## config.mk

```make
export PLATFORM = sky130hd
export DESIGN_NAME = multi_camera_frame_set_matcher_core_flat
export DESIGN_NICKNAME = d
export VERILOG_FILES = /design/src/rtl/core/mcfsm_pkg.sv /design/src/rtl/core/mcfsm_if.sv /design/src/rtl/core/mcfsm_hist.sv /design/src/rtl/core/multi_camera_frame_set_matcher_core.sv /design/src/flat_wrapper.sv
export SDC_FILE = /design/constraint.sdc
export NUM_CORES = 2
export LEC_CHECK = 0
export BUFFER_PORTS_ARGS = -buffer_cell sky130_fd_sc_hd__buf_4
export CORE_UTILIZATION = 35
export DETAILED_ROUTE_END_ITERATION = 6
export HOLD_SLACK_MARGIN = 0.15
export PLACE_DENSITY = 0.6
export SYNTH_ARGS = -nofsm -noshare
export SYNTH_HDL_FRONTEND = slang
export SYNTH_SLANG_ARGS = --single-unit
export TNS_END_PERCENT = 30
```

## constraint.sdc

```tcl
create_clock -name i_clk -period 34.3 [get_ports i_clk]
set_input_delay 5.145 -clock i_clk [delete_from_list [all_inputs] [get_ports i_clk]]
set_output_delay 5.145 -clock i_clk [all_outputs]
set_load 0.05 [all_outputs]
```

## src/rtl/core/mcfsm_pkg.sv

```systemverilog
// mcfsm_pkg: widths, reset values, codes and control structs of the frame set matcher
// no dependencies; used by the interfaces, mcfsm_hist and the top level
package mcfsm_pkg;

    localparam int unsigned STAMP_W   = 63;
    localparam int unsigned CAM_ID_W  = 2;
    localparam int unsigned LIMIT_W   = 40;
    localparam int unsigned LEN_W     = 4;
    localparam int unsigned COUNT_W   = 32;
    localparam int unsigned CFG_IDX_W = 1;

    localparam int unsigned HISTORY_DEPTH_DEF = 8;
    localparam int unsigned NUM_CAMERAS_DEF   = 4;

    localparam logic [LIMIT_W-1:0] LIMIT_RESET = 40'd1000000;
    localparam logic [LEN_W-1:0]   LEN_RESET   = 4'd8;

    localparam logic [CFG_IDX_W-1:0] CFG_MAX_SKEW_LIMIT = 1'b0;
    localparam logic [CFG_IDX_W-1:0] CFG_HISTORY_LEN    = 1'b1;

    typedef enum logic [1:0] {
        SET_ACCEPTED   = 2'd0,
        SET_DROPPED    = 2'd1,
        SET_INCOMPLETE = 2'd2
    } t_set_status;

    typedef struct packed {
        logic push;
        logic scan;
    } t_hist_cmd;

    typedef struct packed {
        logic empty;
        logic done;
    } t_hist_sts;

endpackage

```

## src/rtl/core/mcfsm_if.sv

```systemverilog
// mcfsm_in_if and mcfsm_out_if: valid/ready channels of the frame set matcher
// depends on mcfsm_pkg for field widths
interface mcfsm_in_if;
    logic                             valid;
    logic                             ready;
    logic [mcfsm_pkg::CAM_ID_W-1:0]   camera_id;
    logic [mcfsm_pkg::STAMP_W-1:0]    frame_stamp;

    modport source (output valid, output camera_id, output frame_stamp, input ready);
    modport sink   (input valid, input camera_id, input frame_stamp, output ready);
endinterface

interface mcfsm_out_if;
    logic                           valid;
    logic                           ready;
    logic [1:0]                     set_status;
    logic [mcfsm_pkg::STAMP_W-1:0]  set_skew;
    logic [mcfsm_pkg::STAMP_W-1:0]  match_cam1;
    logic [mcfsm_pkg::STAMP_W-1:0]  match_cam2;
    logic [mcfsm_pkg::STAMP_W-1:0]  match_cam3;
    logic [mcfsm_pkg::COUNT_W-1:0]  total_sets;
    logic [mcfsm_pkg::COUNT_W-1:0]  total_dropped;
    logic [mcfsm_pkg::STAMP_W-1:0]  worst_accepted_skew;

    modport source (output valid, output set_status, output set_skew, output match_cam1,
                    output match_cam2, output match_cam3, output total_sets,
                    output total_dropped, output worst_accepted_skew, input ready);
    modport sink   (input valid, input set_status, input set_skew, input match_cam1,
                    input match_cam2, input match_cam3, input total_sets,
                    input total_dropped, input worst_accepted_skew, output ready);
endinterface

```

## src/rtl/core/mcfsm_hist.sv

```systemverilog
// mcfsm_hist: stamp history memory with per-camera ring pointers and fill counts,
// plus the nearest-stamp scan pipeline; depends on mcfsm_pkg
module mcfsm_hist #(
    parameter int unsigned HISTORY_DEPTH = mcfsm_pkg::HISTORY_DEPTH_DEF,
    parameter int unsigned NUM_CAMERAS   = mcfsm_pkg::NUM_CAMERAS_DEF,
    localparam int unsigned CAM_W        = $clog2(NUM_CAMERAS),
    localparam int unsigned FILL_W       = $clog2(HISTORY_DEPTH + 1)
) (
    input  logic                            i_clk,
    input  logic                            i_rst_n,
    input  mcfsm_pkg::t_hist_cmd            i_cmd,
    input  logic [CAM_W-1:0]                i_cam,
    input  logic [mcfsm_pkg::STAMP_W-1:0]   i_stamp,
    input  logic [FILL_W-1:0]               i_eff_len,
    output mcfsm_pkg::t_hist_sts            o_sts,
    output logic [mcfsm_pkg::STAMP_W-1:0]   o_best
);

    localparam int unsigned STAMP_W = mcfsm_pkg::STAMP_W;
    localparam int unsigned SLOT_W  = (HISTORY_DEPTH > 1) ? $clog2(HISTORY_DEPTH) : 1;
    localparam int unsigned ROWS    = (NUM_CAMERAS - 1) * HISTORY_DEPTH;
    localparam int unsigned ADDR_W  = (ROWS > 1) ? $clog2(ROWS) : 1;

    function automatic logic [ADDR_W-1:0] f_addr(input logic [CAM_W-1:0] cam,
                                                 input logic [SLOT_W-1:0] slot);
        logic [31:0] a;
        a = (32'(cam) - 32'd1) * HISTORY_DEPTH + 32'(slot);
        return a[ADDR_W-1:0];
    endfunction

    function automatic logic [SLOT_W-1:0] f_next_slot(input logic [SLOT_W-1:0] slot);
        return (32'(slot) == HISTORY_DEPTH - 1) ? '0 : slot + 1'b1;
    endfunction

    logic [STAMP_W-1:0] r_mem [ROWS];
    logic [FILL_W-1:0]  r_fill [NUM_CAMERAS];
    logic [SLOT_W-1:0]  r_wp [NUM_CAMERAS];

    logic               r_busy;
    logic [FILL_W-1:0]  r_k;
    logic [FILL_W-1:0]  r_n;
    logic [SLOT_W-1:0]  r_slot;
    logic               r_rd_v;
    logic [STAMP_W-1:0] r_q;
    logic               r_dv;
    logic [STAMP_W-1:0] r_d;
    logic [STAMP_W-1:0] r_dt;
    logic               r_have;
    logic [STAMP_W-1:0] r_best;
    logic [STAMP_W-1:0] r_best_d;

    logic [FILL_W-1:0]  w_cur_fill;
    logic [SLOT_W-1:0]  w_cur_wp;
    logic [FILL_W-1:0]  w_next_fill;
    logic [31:0]        w_start_sum;
    logic [SLOT_W-1:0]  w_start_slot;
    logic               w_issue;
    logic [ADDR_W-1:0]  w_rd_addr;
    logic [STAMP_W:0]   w_up;
    logic [STAMP_W:0]   w_dn;
    logic [STAMP_W-1:0] w_abs;
    logic               w_done;

    assign w_cur_fill   = r_fill[i_cam];
    assign w_cur_wp     = r_wp[i_cam];
    assign w_next_fill  = (w_cur_fill < i_eff_len) ? w_cur_fill + 1'b1 : i_eff_len;
    assign w_start_sum  = 32'(w_cur_wp) + HISTORY_DEPTH - 32'(w_cur_fill);
    assign w_start_slot = (w_start_sum >= HISTORY_DEPTH)
                        ? SLOT_W'(w_start_sum - HISTORY_DEPTH) : SLOT_W'(w_start_sum);
    assign w_issue      = r_busy && (r_k != r_n);
    assign w_rd_addr    = f_addr(i_cam, r_slot);

    // distance of the fetched stamp to the reference stamp
    assign w_up  = {1'b0, r_q} - {1'b0, i_stamp};
    assign w_dn  = {1'b0, i_stamp} - {1'b0, r_q};
    assign w_abs = w_up[STAMP_W] ? w_dn[STAMP_W-1:0] : w_up[STAMP_W-1:0];

    assign w_done    = r_busy && (r_k == r_n) && !r_rd_v && !r_dv;
    assign o_sts.done  = w_done;
    assign o_sts.empty = (w_cur_fill == '0);
    assign o_best      = r_best;

    always_ff @(posedge i_clk) begin
        if (i_cmd.push) begin
            r_mem[f_addr(i_cam, w_cur_wp)] <= i_stamp;
        end
        if (w_issue) begin
            r_q <= r_mem[w_rd_addr];
        end
    end

    always_ff @(posedge i_clk) begin
        if (!i_rst_n) begin
            for (int c = 0; c < NUM_CAMERAS; c++) begin
                r_fill[c] <= '0;
                r_wp[c]   <= '0;
            end
            r_busy <= 1'b0;
            r_k    <= '0;
            r_rd_v <= 1'b0;
            r_dv   <= 1'b0;
        end else begin
            if (i_cmd.push) begin
                r_wp[i_cam]   <= f_next_slot(w_cur_wp);
                r_fill[i_cam] <= w_next_fill;
            end
            r_rd_v <= w_issue;
            r_dv   <= r_rd_v;
            if (i_cmd.scan) begin
                r_busy <= 1'b1;
                r_k    <= '0;
            end else begin
                if (w_issue) begin
                    r_k <= r_k + 1'b1;
                end
                if (w_done) begin
                    r_busy <= 1'b0;
                end
            end
        end
    end

    // oldest entry first, strict compare keeps the oldest on a tie
    always_ff @(posedge i_clk) begin
        if (r_rd_v) begin
            r_d  <= w_abs;
            r_dt <= r_q;
        end
        if (r_dv && (!r_have || r_d < r_best_d)) begin
            r_best   <= r_dt;
            r_best_d <= r_d;
            r_have   <= 1'b1;
        end
        if (i_cmd.scan) begin
            r_n    <= w_cur_fill;
            r_slot <= w_start_slot;
            r_have <= 1'b0;
        end else if (w_issue) begin
            r_slot <= f_next_slot(r_slot);
        end
    end

endmodule

```

## src/rtl/core/multi_camera_frame_set_matcher_core.sv

```systemverilog
// multi_camera_frame_set_matcher_core: top level, sequencer, counters and result register
// depends on mcfsm_pkg, mcfsm_if.sv and mcfsm_hist
//
//   channel   dir  modport  payload
//   i_frame   in   sink     camera_id, frame_stamp
//   o_set     out  source   set_status, set_skew, match_cam1..3, counters, worst skew
//   i_cfg_*   in   -        write enable, register index, 40-bit data
//
// secondary frame: accept, then history write
// reference frame: for each secondary camera a check and a scan of its ring through the
// single read port of the history memory, then skew, judge and emit
// an incomplete set ends at the first empty camera; the result register lets the next
// frame be taken while a result waits; synchronous active-low reset, no clearing pass
module multi_camera_frame_set_matcher_core #(
    parameter int unsigned HISTORY_DEPTH = mcfsm_pkg::HISTORY_DEPTH_DEF,
    parameter int unsigned NUM_CAMERAS   = mcfsm_pkg::NUM_CAMERAS_DEF
) (
    input  logic                              i_clk,
    input  logic                              i_rst_n,
    mcfsm_in_if.sink                          i_frame,
    mcfsm_out_if.source                       o_set,
    input  logic                              i_cfg_we,
    input  logic [mcfsm_pkg::CFG_IDX_W-1:0]   i_cfg_index,
    input  logic [mcfsm_pkg::LIMIT_W-1:0]     i_cfg_data
);

    localparam int unsigned STAMP_W = mcfsm_pkg::STAMP_W;
    localparam int unsigned COUNT_W = mcfsm_pkg::COUNT_W;
    localparam int unsigned CAM_W   = $clog2(NUM_CAMERAS);
    localparam int unsigned FILL_W  = $clog2(HISTORY_DEPTH + 1);

    typedef enum logic [6:0] {
        ST_IDLE  = 7'b0000001,
        ST_PUSH  = 7'b0000010,
        ST_CHECK = 7'b0000100,
        ST_SCAN  = 7'b0001000,
        ST_SKEW  = 7'b0010000,
        ST_JUDGE = 7'b0100000,
        ST_EMIT  = 7'b1000000
    } t_state;

    t_state                          r_state;
    t_state                          n_state;
    logic [mcfsm_pkg::LIMIT_W-1:0]   r_max_skew_limit;
    logic [mcfsm_pkg::LEN_W-1:0]     r_history_len;
    logic [CAM_W-1:0]                r_cam;
    logic [STAMP_W-1:0]              r_t0;
    logic [STAMP_W-1:0]              r_lo;
    logic [STAMP_W-1:0]              r_hi;
    logic [STAMP_W-1:0]              r_match [3];
    logic                            r_incomplete;
    logic [STAMP_W-1:0]              r_skew;
    logic                            r_dropped;
    logic [COUNT_W-1:0]              r_set_cnt;
    logic [COUNT_W-1:0]              r_drop_cnt;
    logic [STAMP_W-1:0]              r_worst;

    logic                            r_ov;
    mcfsm_pkg::t_set_status          r_o_status;
    logic [STAMP_W-1:0]              r_o_skew;
    logic [STAMP_W-1:0]              r_o_match [3];
    logic [COUNT_W-1:0]              r_o_sets;
    logic [COUNT_W-1:0]              r_o_drops;
    logic [STAMP_W-1:0]              r_o_worst;

    mcfsm_pkg::t_hist_cmd            w_cmd;
    mcfsm_pkg::t_hist_sts            w_sts;
    logic [STAMP_W-1:0]              w_best;
    logic [FILL_W-1:0]               w_eff_len;
    logic                            w_in_acc;
    logic                            w_cam_ok;
    logic                            w_cam_ref;
    logic                            w_last_cam;
    logic                            w_emit;

    assign i_frame.ready = i_rst_n && (r_state == ST_IDLE);
    assign w_in_acc      = i_frame.valid && i_frame.ready;
    assign w_cam_ok      = 32'(i_frame.camera_id) < NUM_CAMERAS;
    assign w_cam_ref     = (i_frame.camera_id == '0);
    assign w_last_cam    = (32'(r_cam) == NUM_CAMERAS - 1);
    assign w_emit        = (r_state == ST_EMIT) && (!r_ov || o_set.ready);

    // zero acts as one, values past the memory depth are clipped
    always_comb begin
        if (r_history_len == '0) begin
            w_eff_len = FILL_W'(1);
        end else if (32'(r_history_len) > HISTORY_DEPTH) begin
            w_eff_len = FILL_W'(HISTORY_DEPTH);
        end else begin
            w_eff_len = FILL_W'(r_history_len);
        end
    end

    assign w_cmd.push = (r_state == ST_PUSH);
    assign w_cmd.scan = (r_state == ST_CHECK) && !w_sts.empty;

    mcfsm_hist #(
        .HISTORY_DEPTH (HISTORY_DEPTH),
        .NUM_CAMERAS   (NUM_CAMERAS)
    ) u_hist (
        .i_clk     (i_clk),
        .i_rst_n   (i_rst_n),
        .i_cmd     (w_cmd),
        .i_cam     (r_cam),
        .i_stamp   (r_t0),
        .i_eff_len (w_eff_len),
        .o_sts     (w_sts),
        .o_best    (w_best)
    );

    always_comb begin
        n_state = r_state;
        unique case (r_state)
            ST_IDLE: begin
                if (w_in_acc && w_cam_ok) begin
                    n_state = w_cam_ref ? ST_CHECK : ST_PUSH;
                end
            end
            ST_PUSH: begin
                n_state = ST_IDLE;
            end
            ST_CHECK: begin
                n_state = w_sts.empty ? ST_EMIT : ST_SCAN;
            end
            ST_SCAN: begin
                if (w_sts.done) begin
                    n_state = w_last_cam ? ST_SKEW : ST_CHECK;
                end
            end
            ST_SKEW: begin
                n_state = ST_JUDGE;
            end
            ST_JUDGE: begin
                n_state = ST_EMIT;
            end
            ST_EMIT: begin
                if (w_emit) begin
                    n_state = ST_IDLE;
                end
            end
            default: begin
                n_state = ST_IDLE;
            end
        endcase
    end

    always_ff @(posedge i_clk) begin
        if (!i_rst_n) begin
            r_state          <= ST_IDLE;
            r_max_skew_limit <= mcfsm_pkg::LIMIT_RESET;
            r_history_len    <= mcfsm_pkg::LEN_RESET;
            r_cam            <= '0;
            r_incomplete     <= 1'b0;
            r_dropped        <= 1'b0;
            r_set_cnt        <= '0;
            r_drop_cnt       <= '0;
            r_worst          <= '0;
            r_ov             <= 1'b0;
        end else begin
            r_state <= n_state;
            if (i_cfg_we) begin
                unique case (i_cfg_index)
                    mcfsm_pkg::CFG_MAX_SKEW_LIMIT: r_max_skew_limit <= i_cfg_data;
                    mcfsm_pkg::CFG_HISTORY_LEN:
                        r_history_len <= i_cfg_data[mcfsm_pkg::LEN_W-1:0];
                endcase
            end
            if (r_state == ST_IDLE && w_in_acc && w_cam_ok) begin
                r_cam        <= w_cam_ref ? CAM_W'(1) : CAM_W'(i_frame.camera_id);
                r_incomplete <= 1'b0;
            end
            if (r_state == ST_CHECK && w_sts.empty) begin
                r_incomplete <= 1'b1;
            end
            if (r_state == ST_SCAN && w_sts.done && !w_last_cam) begin
                r_cam <= r_cam + 1'b1;
            end
            if (r_state == ST_JUDGE) begin
                if (r_set_cnt != '1) begin
                    r_set_cnt <= r_set_cnt + 1'b1;
                end
                if (r_skew > STAMP_W'(r_max_skew_limit)) begin
                    r_dropped <= 1'b1;
                    if (r_drop_cnt != '1) begin
                        r_drop_cnt <= r_drop_cnt + 1'b1;
                    end
                end else begin
                    r_dropped <= 1'b0;
                    if (r_skew > r_worst) begin
                        r_worst <= r_skew;
                    end
                end
            end
            if (w_emit) begin
                r_ov <= 1'b1;
            end else if (o_set.ready) begin
                r_ov <= 1'b0;
            end
        end
    end

    always_ff @(posedge i_clk) begin
        if (r_state == ST_IDLE && w_in_acc) begin
            r_t0 <= i_frame.frame_stamp;
            r_lo <= i_frame.frame_stamp;
            r_hi <= i_frame.frame_stamp;
            for (int j = 0; j < 3; j++) begin
                r_match[j] <= '0;
            end
        end
        if (r_state == ST_SCAN && w_sts.done) begin
            for (int j = 0; j < 3; j++) begin
                if (32'(r_cam) == j + 1) begin
                    r_match[j] <= w_best;
                end
            end
            if (w_best < r_lo) begin
                r_lo <= w_best;
            end
            if (w_best > r_hi) begin
                r_hi <= w_best;
            end
        end
        if (r_state == ST_SKEW) begin
            r_skew <= r_hi - r_lo;
        end
        if (w_emit) begin
            priority if (r_incomplete) begin
                r_o_status <= mcfsm_pkg::SET_INCOMPLETE;
            end else if (r_dropped) begin
                r_o_status <= mcfsm_pkg::SET_DROPPED;
            end else begin
                r_o_status <= mcfsm_pkg::SET_ACCEPTED;
            end
            r_o_skew <= r_incomplete ? '0 : r_skew;
            for (int j = 0; j < 3; j++) begin
                r_o_match[j] <= r_incomplete ? '0 : r_match[j];
            end
            r_o_sets  <= r_set_cnt;
            r_o_drops <= r_drop_cnt;
            r_o_worst <= r_worst;
        end
    end

    assign o_set.valid               = r_ov;
    assign o_set.set_status          = r_o_status;
    assign o_set.set_skew            = r_o_skew;
    assign o_set.match_cam1          = r_o_match[0];
    assign o_set.match_cam2          = r_o_match[1];
    assign o_set.match_cam3          = r_o_match[2];
    assign o_set.total_sets          = r_o_sets;
    assign o_set.total_dropped       = r_o_drops;
    assign o_set.worst_accepted_skew = r_o_worst;

`ifndef SYNTHESIS
    a_drops_within_sets: assert property (@(posedge i_clk) disable iff (!i_rst_n)
        o_set.valid |-> (o_set.total_dropped <= o_set.total_sets))
        else $error("dropped count exceeds set count");

    a_accepted_within_worst: assert property (@(posedge i_clk) disable iff (!i_rst_n)
        (o_set.valid && o_set.set_status == mcfsm_pkg::SET_ACCEPTED)
            |-> (o_set.set_skew <= o_set.worst_accepted_skew))
        else $error("accepted skew above worst accepted skew");

    a_done_only_in_scan: assert property (@(posedge i_clk) disable iff (!i_rst_n)
        w_sts.done |-> (r_state == ST_SCAN))
        else $error("history scan finished outside scan state");

    a_scan_needs_stamps: assert property (@(posedge i_clk) disable iff (!i_rst_n)
        w_cmd.scan |=> !w_sts.done)
        else $error("scan finished without reading any stamp");
`endif

endmodule

```

## src/flat_wrapper.sv

```systemverilog
// flat-port wrapper written by rule: the top's interface ports become plain ports
module multi_camera_frame_set_matcher_core_flat 
#(
    parameter int unsigned HISTORY_DEPTH = mcfsm_pkg::HISTORY_DEPTH_DEF,
    parameter int unsigned NUM_CAMERAS   = mcfsm_pkg::NUM_CAMERAS_DEF
)
  (i_clk, i_rst_n, i_cfg_we, i_cfg_index, i_cfg_data, i_frame_valid, i_frame_camera_id, i_frame_frame_stamp, i_frame_ready, o_set_valid, o_set_set_status, o_set_set_skew, o_set_match_cam1, o_set_match_cam2, o_set_match_cam3, o_set_total_sets, o_set_total_dropped, o_set_worst_accepted_skew, o_set_ready);
  mcfsm_in_if i_frame_i ();
  mcfsm_out_if o_set_i ();
  input  logic i_clk;
  input  logic i_rst_n;
  input  logic i_cfg_we;
  input  logic [mcfsm_pkg::CFG_IDX_W-1:0] i_cfg_index;
  input  logic [mcfsm_pkg::LIMIT_W-1:0] i_cfg_data;
  input wire logic [$bits(i_frame_i.valid)-1:0] i_frame_valid;
  input wire logic [$bits(i_frame_i.camera_id)-1:0] i_frame_camera_id;
  input wire logic [$bits(i_frame_i.frame_stamp)-1:0] i_frame_frame_stamp;
  output wire logic [$bits(i_frame_i.ready)-1:0] i_frame_ready;
  output wire logic [$bits(o_set_i.valid)-1:0] o_set_valid;
  output wire logic [$bits(o_set_i.set_status)-1:0] o_set_set_status;
  output wire logic [$bits(o_set_i.set_skew)-1:0] o_set_set_skew;
  output wire logic [$bits(o_set_i.match_cam1)-1:0] o_set_match_cam1;
  output wire logic [$bits(o_set_i.match_cam2)-1:0] o_set_match_cam2;
  output wire logic [$bits(o_set_i.match_cam3)-1:0] o_set_match_cam3;
  output wire logic [$bits(o_set_i.total_sets)-1:0] o_set_total_sets;
  output wire logic [$bits(o_set_i.total_dropped)-1:0] o_set_total_dropped;
  output wire logic [$bits(o_set_i.worst_accepted_skew)-1:0] o_set_worst_accepted_skew;
  input wire logic [$bits(o_set_i.ready)-1:0] o_set_ready;
  assign i_frame_i.valid = i_frame_valid;
  assign i_frame_i.camera_id = i_frame_camera_id;
  assign i_frame_i.frame_stamp = i_frame_frame_stamp;
  assign i_frame_ready = i_frame_i.ready;
  assign o_set_valid = o_set_i.valid;
  assign o_set_set_status = o_set_i.set_status;
  assign o_set_set_skew = o_set_i.set_skew;
  assign o_set_match_cam1 = o_set_i.match_cam1;
  assign o_set_match_cam2 = o_set_i.match_cam2;
  assign o_set_match_cam3 = o_set_i.match_cam3;
  assign o_set_total_sets = o_set_i.total_sets;
  assign o_set_total_dropped = o_set_i.total_dropped;
  assign o_set_worst_accepted_skew = o_set_i.worst_accepted_skew;
  assign o_set_i.ready = o_set_ready;
  multi_camera_frame_set_matcher_core #(.HISTORY_DEPTH(HISTORY_DEPTH), .NUM_CAMERAS(NUM_CAMERAS)) u_core (.i_clk(i_clk), .i_rst_n(i_rst_n), .i_frame(i_frame_i), .o_set(o_set_i), .i_cfg_we(i_cfg_we), .i_cfg_index(i_cfg_index), .i_cfg_data(i_cfg_data));
endmodule
```

# Word-level counts from Yosys, hierarchy flattened
# Memories as Yosys holds them, arrays and structs flattened. A register that Yosys moved wholly into a read port is not among the register bits.
# Index checks and enable logic that the tools add are counted.
# word_totals
register_bits,894
input_bits,111
ramBits,1918
mem_count,5
output_inout_bits,383
# classes
mux,67
magnitude_cmp,8
n_addsub,16
eq_ne,19
reduce_logical,38
bitwise,6
# mem_list
memory,depth,word_bits,rd,rd_ports_with_merged_regs,write_ports,line_no,text
u_core.u_hist.r_mem,24,63,1,1,1,mcfsm_hist.sv:35,logic [STAMP_W-1:0] r_mem [ROWS];
u_core.r_match,3,63,3,0,3,multi_camera_frame_set_matcher_core.sv:50,logic [STAMP_W-1:0] r_match [3];
u_core.r_o_match,3,63,3,0,3,multi_camera_frame_set_matcher_core.sv:61,logic [STAMP_W-1:0] r_o_match [3];
u_core.u_hist.r_fill,4,4,1,1,4,mcfsm_hist.sv:36,logic [FILL_W-1:0] r_fill [NUM_CAMERAS];
u_core.u_hist.r_wp,4,3,1,1,4,mcfsm_hist.sv:37,logic [SLOT_W-1:0] r_wp [NUM_CAMERAS];
# ops
cell,count
63-bit two-way mux,13
63-bit > comparator,2
63-bit < comparator,2
63-bit subtractor,2
32-bit by 1-bit adder with 32-bit output (second input constant),2
32-bit != test (second input constant),2
63-bit by 63-bit subtractor with 64-bit output,1
63-bit by 40-bit > comparator with 1-bit output,1
7-bit case mux with 6 select lines,1
32-bit by 4-bit greater-or-equal comparator with 1-bit output (second input constant),1
1-bit two-way mux,28
7-bit two-way mux,4
3-bit two-way mux,7
2-bit two-way mux,9
4-bit two-way mux,4
1-bit logical AND,13
2-bit nonzero test,5
3-bit AND reduction,3
4-bit by 1-bit adder with 4-bit output (second input constant),2
4-bit zero test,2
7-bit by 1-bit == test with 1-bit output (second input constant),1
7-bit by 2-bit == test with 1-bit output (second input constant),1
7-bit by 3-bit == test with 1-bit output (second input constant),1
7-bit by 4-bit == test with 1-bit output (second input constant),1
30 further kinds,46

# Longest topological paths before layout
# depth
word_depth,9
ltp_mapped,15

# Hierarchy
# Synthesis repeated with hierarchy kept, for this count alone.
# unflattened
hier_cells,8039
hier_area_um2,122847.8
# modules_own_cells
module,cells_per_inst,n_inst,seq_area_each_um2,area_each_um2
mcfsm_hist,4211,1,56073.8,77872.2
multi_camera_frame_set_matcher_core,3828,1,27086.0,44975.6

# Worst setup path after synthesis
# OpenSTA, ideal clock, no wires.
# synth_timing
path_type,input -> register
start,input o_set_ready
end,"register u_core.r_o_skew[0] (netlist: u_core.o_set.set_skew[0]), enable pin"
arrival_ns,21.902
required_ns,33.128
setup_slack_ns,11.226
cell_stages,2
setup_ns,1.172
path_cell_list,nand2b_1 > nor2b_1
# synth_via
elab_chain_cells,2
# synth_lines
element,line_no,text
from (decl),flat_wrapper.sv:28,input wire logic [$bits(o_set_i.ready)-1:0] o_set_ready;
1-bit logical OR,multi_camera_frame_set_matcher_core.sv:81,assign w_emit = (r_state == ST_EMIT) && (!r_ov || o_set.ready);
1-bit logical AND,multi_camera_frame_set_matcher_core.sv:81,
via u_core.w_emit,multi_camera_frame_set_matcher_core.sv:74,logic w_emit;
to (signal assigned),multi_camera_frame_set_matcher_core.sv:235,r_o_skew <= r_incomplete ? '0 : r_skew;
to (decl),multi_camera_frame_set_matcher_core.sv:60,logic [STAMP_W-1:0] r_o_skew;
# The timed path passes the listed nets, and every way through them passes these cells.
# A chain may end at the register's enable or synchronous reset.

# Worst setup path in the final report
# layout_timing
start,input i_rst_n
end,output i_frame_ready
# layout_via
elab_chain_cells,1
# layout_lines
element,line_no,text
from (decl),flat_wrapper.sv:11,input logic i_rst_n;
1-bit logical AND,multi_camera_frame_set_matcher_core.sv:76,assign i_frame.ready = i_rst_n && (r_state == ST_IDLE);
to (decl),flat_wrapper.sv:18,output wire logic [$bits(i_frame_i.ready)-1:0] i_frame_ready;
# No other way between the ends.

==> summary.txt <==
Outcome
  • Outcome: completed

Setup path
  • FF-to-FF End: u_core.r_o_match[0][78]
  • Data required, critical path: roughly 30 ns
  • CP top delay family: buffers and inverters
  • CP cell instances: buf_6, and2_1, buf_4
  • Max stage delay on crit path: 0.25 ns
  • Sort of element at the end of the critical path: primary output
  • Cell count of the worst reg-to-reg path: 9
  • Crit start category: input pin
  • Library cell contributing the largest single delay on the critical path: sky130_fd_sc_hd__buf_6
  • Critical path class: in2out
  • Crit Path Max Fanout: approximately 40
  • Arrival time of data at the critical path endpoint: 5.87 ns
  • Worst reg2reg path startpoint: u_core.r_state[3]
  • Crit path buf inv count: 2
  • Reg2reg setup slack: 27.59 ns

Clocking
  • Total number of clock tree sinks: 2877
  • Register clock-pin slew on the reported worst setup and hold paths: roughly 0.060 ns
  • CTS resizes: 0
  • Clock latency reported for the late side of the worst-skew pair: 0.91 ns
  • Cell at the root of the clock tree: sky130_fd_sc_hd__clkbuf_16
  • H-Tree Depth: 5
  • Post-CTS Setup Bufs: 0
  • CTS hold repair buffers: 0
  • Number of buffers created by CTS: about 290
  • Max clock buf depth: 4
  • TritonCTS clock tree: yes

Logic synthesis
  • Number of synthesized flops with an enable pin: 2558
  • Main flop type after synthesis: sky130_fd_sc_hd__edfxtp_1
  • Synth async-reset ratio: 0%
  • Post-synthesis share of cell area spent on full adders, half adders and majority gates: 5.15%
  • Proportion of synthesized chip area in sequential cells: around 68%
  • Post-synthesis cell area: 123000 um2
  • Average cell area after synthesis: ~16 um2
  • Number of synthesized register bits: 2877
  • Syn nets: 8495
  • Post-synthesis instance total: slightly below 8000
  • Complex-gate fraction of the synthesized area: 6.32%
  • Number of distinct standard cells referenced by the synthesized netlist: 92
  • XOR/XNOR share of the synthesized area: 1.16%
  • Largest family of logic cells by synthesized area: multiplexers
  • Ys Warns: 0
  • Multiplexer area fraction after synthesis: 10.3%
  • Simple-gate share of the synthesized area: 6.60%

STA
  • Minimum setup slack in the final design: between 20 and 25 ns
  • Max Fclk: 0.0908 GHz
  • Count of final hold-check violations: 0
  • Worst-case clock skew: 0.0821 ns
  • RSZ-0062 raised after global routing: no
  • Worst Tran Pin Value: 1.26 ns
  • Fraction of the cycle the final worst path needs: 32.1%
  • Slew headroom: about 16%
  • Time the final worst path needs with I/O delays and setup: between 10 and 15 ns
  • Count of pins over their slew limit: 0
  • Count of endpoints failing setup in the final report: 0
  • Setup Total Neg Slack: 0 ns

Finish
  • Fin util: 40.6%
  • Register bank with the most flops: u_core.u_hist.r_mem
  • Top flop regs: u_core.u_hist.r_mem x1512, u_core.r_match x189, u_core.r_o_match x189
  • Count of fill cells added during filler insertion: between 30000 and 40000
  • Share of post-route cells with drive strength above 1: 19.1%
  • Flip-flop count of the largest register, all copies and words added: roughly 1500
  • Final-stage net count: 9064
  • Relative area change from synthesis to final layout: 15.0%

Die
  • Core ar.: 347000 um2
  • Die Outline Area: 352000 um2
  • Num ports: about 500
  • Initial Utilization: 35.3%
  • Die height: 594 um
  • Die outline width: between 500 and 600 um
  • Rows: 216

Routing
  • Detail Route Antenna Nets: 0
  • Total detailed-routing wirelength: 330000 um
  • Post-route DRC: 0
  • Routed via count divided by cell count: 5.27
  • Number of detailed-routing iterations run before antenna repair: 6
  • DR WL/cell: 24.9 um
  • Vias after detailed routing: 69800
  • Violation count after the first detailed-route iteration: ~6200

Run
  • Count of maximum capacitance violations: 0

Placed design
  • Dpl ws: 23.28 ns
  • Port buffer count: 493
  • Placer Congestion: 0.917
  • Sum of net half-perimeters after detailed placement: around 220000 um

Min path
  • Worst Hold Path Cells: 0
  • Hold crit path type: reg2reg
  • Origin of the worst min-delay path: u_core.u_hist.r_dt[17]
  • Hold Crit Endpoint: u_core.u_hist.o_best[17]

Global routing
  • Vias in the first global route: 70200
  • Total track usage: 18.2%
  • Sum of overflow across all layers after global routing: 0
  • First-pass GRT wire length: 479000 um
  • Maximum number of pins on one net before global-route repair: 130
  • Number of antenna violations at the first check in global routing: 20

Power and ir drop
  • VDD IR-drop max: 0.0349 mV
  • Leak pwr: 49.4 nW
  • Ratio of total power to cell area: between 50 and 60 nW/um2
-- placed cells by master, fill, tap and decap left out, types with 42 or more instances in the layout --
cell type / instances
sky130_fd_sc_hd__a21boi_0: 52
sky130_fd_sc_hd__a21o_1: 185
sky130_fd_sc_hd__a21oi_1: 391
sky130_fd_sc_hd__and2_1: 135
sky130_fd_sc_hd__buf_4: 590
sky130_fd_sc_hd__clkbuf_1: 58
sky130_fd_sc_hd__clkbuf_16: 302
sky130_fd_sc_hd__clkinv_1: 42
sky130_fd_sc_hd__dfxtp_1: 316
sky130_fd_sc_hd__edfxtp_1: 2558
sky130_fd_sc_hd__ha_1: 497
sky130_fd_sc_hd__inv_1: 482
sky130_fd_sc_hd__mux2_2: 126
sky130_fd_sc_hd__mux2i_1: 106
sky130_fd_sc_hd__mux4_2: 448
sky130_fd_sc_hd__nand2_1: 429
sky130_fd_sc_hd__nand2b_1: 47
sky130_fd_sc_hd__nand3_1: 129
sky130_fd_sc_hd__nand4_1: 109
sky130_fd_sc_hd__nor2_1: 263
sky130_fd_sc_hd__nor2b_1: 287
sky130_fd_sc_hd__nor3_1: 42
sky130_fd_sc_hd__o21ai_0: 347
sky130_fd_sc_hd__o21bai_1: 48
sky130_fd_sc_hd__xnor2_1: 103
sky130_fd_sc_hd__xor2_1: 59
-- final cells by class --
type | count | area, um2 | area share (%)
diodes | 5 | 12.5 | 0.00888
clock buffers | 366 | 7860 | 5.58
clock inverters | 146 | 1310 | 0.930
inverters | 485 | 1830 | 1.30
multi-input cells | 4198 | 36400 | 25.8
flip-flops and latches | 2877 | 83200 | 59.1
well taps | 4578 | 5730 | 4.07
repair buffers | 596 | 4540 | 3.22
-- metal layers --
metal,share of wire (%),vias to the layer above,track usage (%)
met5,0.0039,-,0
met4,3.5,2,6.71
met3,5.8,504,2.42
met2,48,2465,30.5
met1,42,35700,24.3
li1,-,31100,-
-- kinds of logic (layout without fill, tap and decap cells) --
logic type                 count (synthesis)  after routing
other                                      0              5
DFF                                     2877           2877
AOI/OAI and AO/OA                       1256           1256
and+or+nand+nor                         1595           1595
adders and majority gates                502            502
buffers and inverters                    807           1593
xor gates and xnor gates                 162            162
muxes                                    683            683
-- synthesized netlist by cell type, types with 27 or more instances --
library cell	n	share of area, %
sky130_fd_sc_hd__nor4_1	27	0.14
sky130_fd_sc_hd__nand2b_1	47	0.24
sky130_fd_sc_hd__nor2b_1	289	1.5
sky130_fd_sc_hd__nor2_1	288	0.88
sky130_fd_sc_hd__nand2_1	432	1.3
sky130_fd_sc_hd__mux2i_1	106	0.87
sky130_fd_sc_hd__a21oi_1	392	1.6
sky130_fd_sc_hd__buf_2	40	0.16
sky130_fd_sc_hd__a21boi_0	52	0.32
sky130_fd_sc_hd__ha_1	498	5.1
sky130_fd_sc_hd__mux4_2	448	8.2
sky130_fd_sc_hd__and2_1	136	0.69
sky130_fd_sc_hd__nor3_1	42	0.17
sky130_fd_sc_hd__xnor2_1	103	0.74
sky130_fd_sc_hd__clkbuf_1	219	0.67
sky130_fd_sc_hd__o21ai_0	347	1.4
sky130_fd_sc_hd__mux2_2	126	1.2
sky130_fd_sc_hd__buf_1	46	0.14
sky130_fd_sc_hd__nand4_1	109	0.56
sky130_fd_sc_hd__o21bai_1	48	0.29
sky130_fd_sc_hd__inv_1	484	1.5
sky130_fd_sc_hd__a21o_1	185	1.1
sky130_fd_sc_hd__nand3_1	129	0.53
sky130_fd_sc_hd__dfxtp_1	319	5.2
sky130_fd_sc_hd__o211ai_1	37	0.23
sky130_fd_sc_hd__a211oi_1	28	0.17
sky130_fd_sc_hd__xor2_1	59	0.42
sky130_fd_sc_hd__edfxtp_1	2558	63
-- how the worst max path moves through the flow --
stage | startpoint | endpoint | slack (ns) | cells after the start
floorplan | o_set_ready | u_core.o_set.set_skew[0] | 11.23 | 2
global placement | i_rst_n | i_frame_ready | 23.28 | 3
detailed placement | i_rst_n | i_frame_ready | 23.28 | 3
CTS | i_rst_n | i_frame_ready | 23.27 | 3
global route | i_rst_n | i_frame_ready | 23.21 | 3
finish | i_rst_n | i_frame_ready | 23.28 | 3
-- per-stage QoR --
stage | power (mW) | cell area, um2 | std cells | hold slack [ns]
2_1_floorplan | 4.76 | 123000 | 7882 | 0.400
3_3_place_gp | 5.06 | 132000 | 12700 | 0.401
3_5_place_dp | 5.08 | 132000 | 12700 | 0.405
4_1_cts | 8.17 | 141000 | 13200 | 0.396
5_1_grt | 8.41 | 141000 | 13300 | 0.388
6_report | 8.11 | 141000 | 13300 | 0.389
-- power by group --
| group | internal (mW) | total, mW | leakage [nW] | switching, mW |
|---|---|---|---|---|
| logic | 0.396 | 1.01 | 19.2 | 0.616 |
| registers | 3.93 | 4.00 | 25.8 | 0.0734 |
| clock network | 1.77 | 3.10 | 4.44 | 1.33 |
| total | 6.09 | 8.11 | 49.4 | 2.02 |
Power figures use the tool's default switching activity.
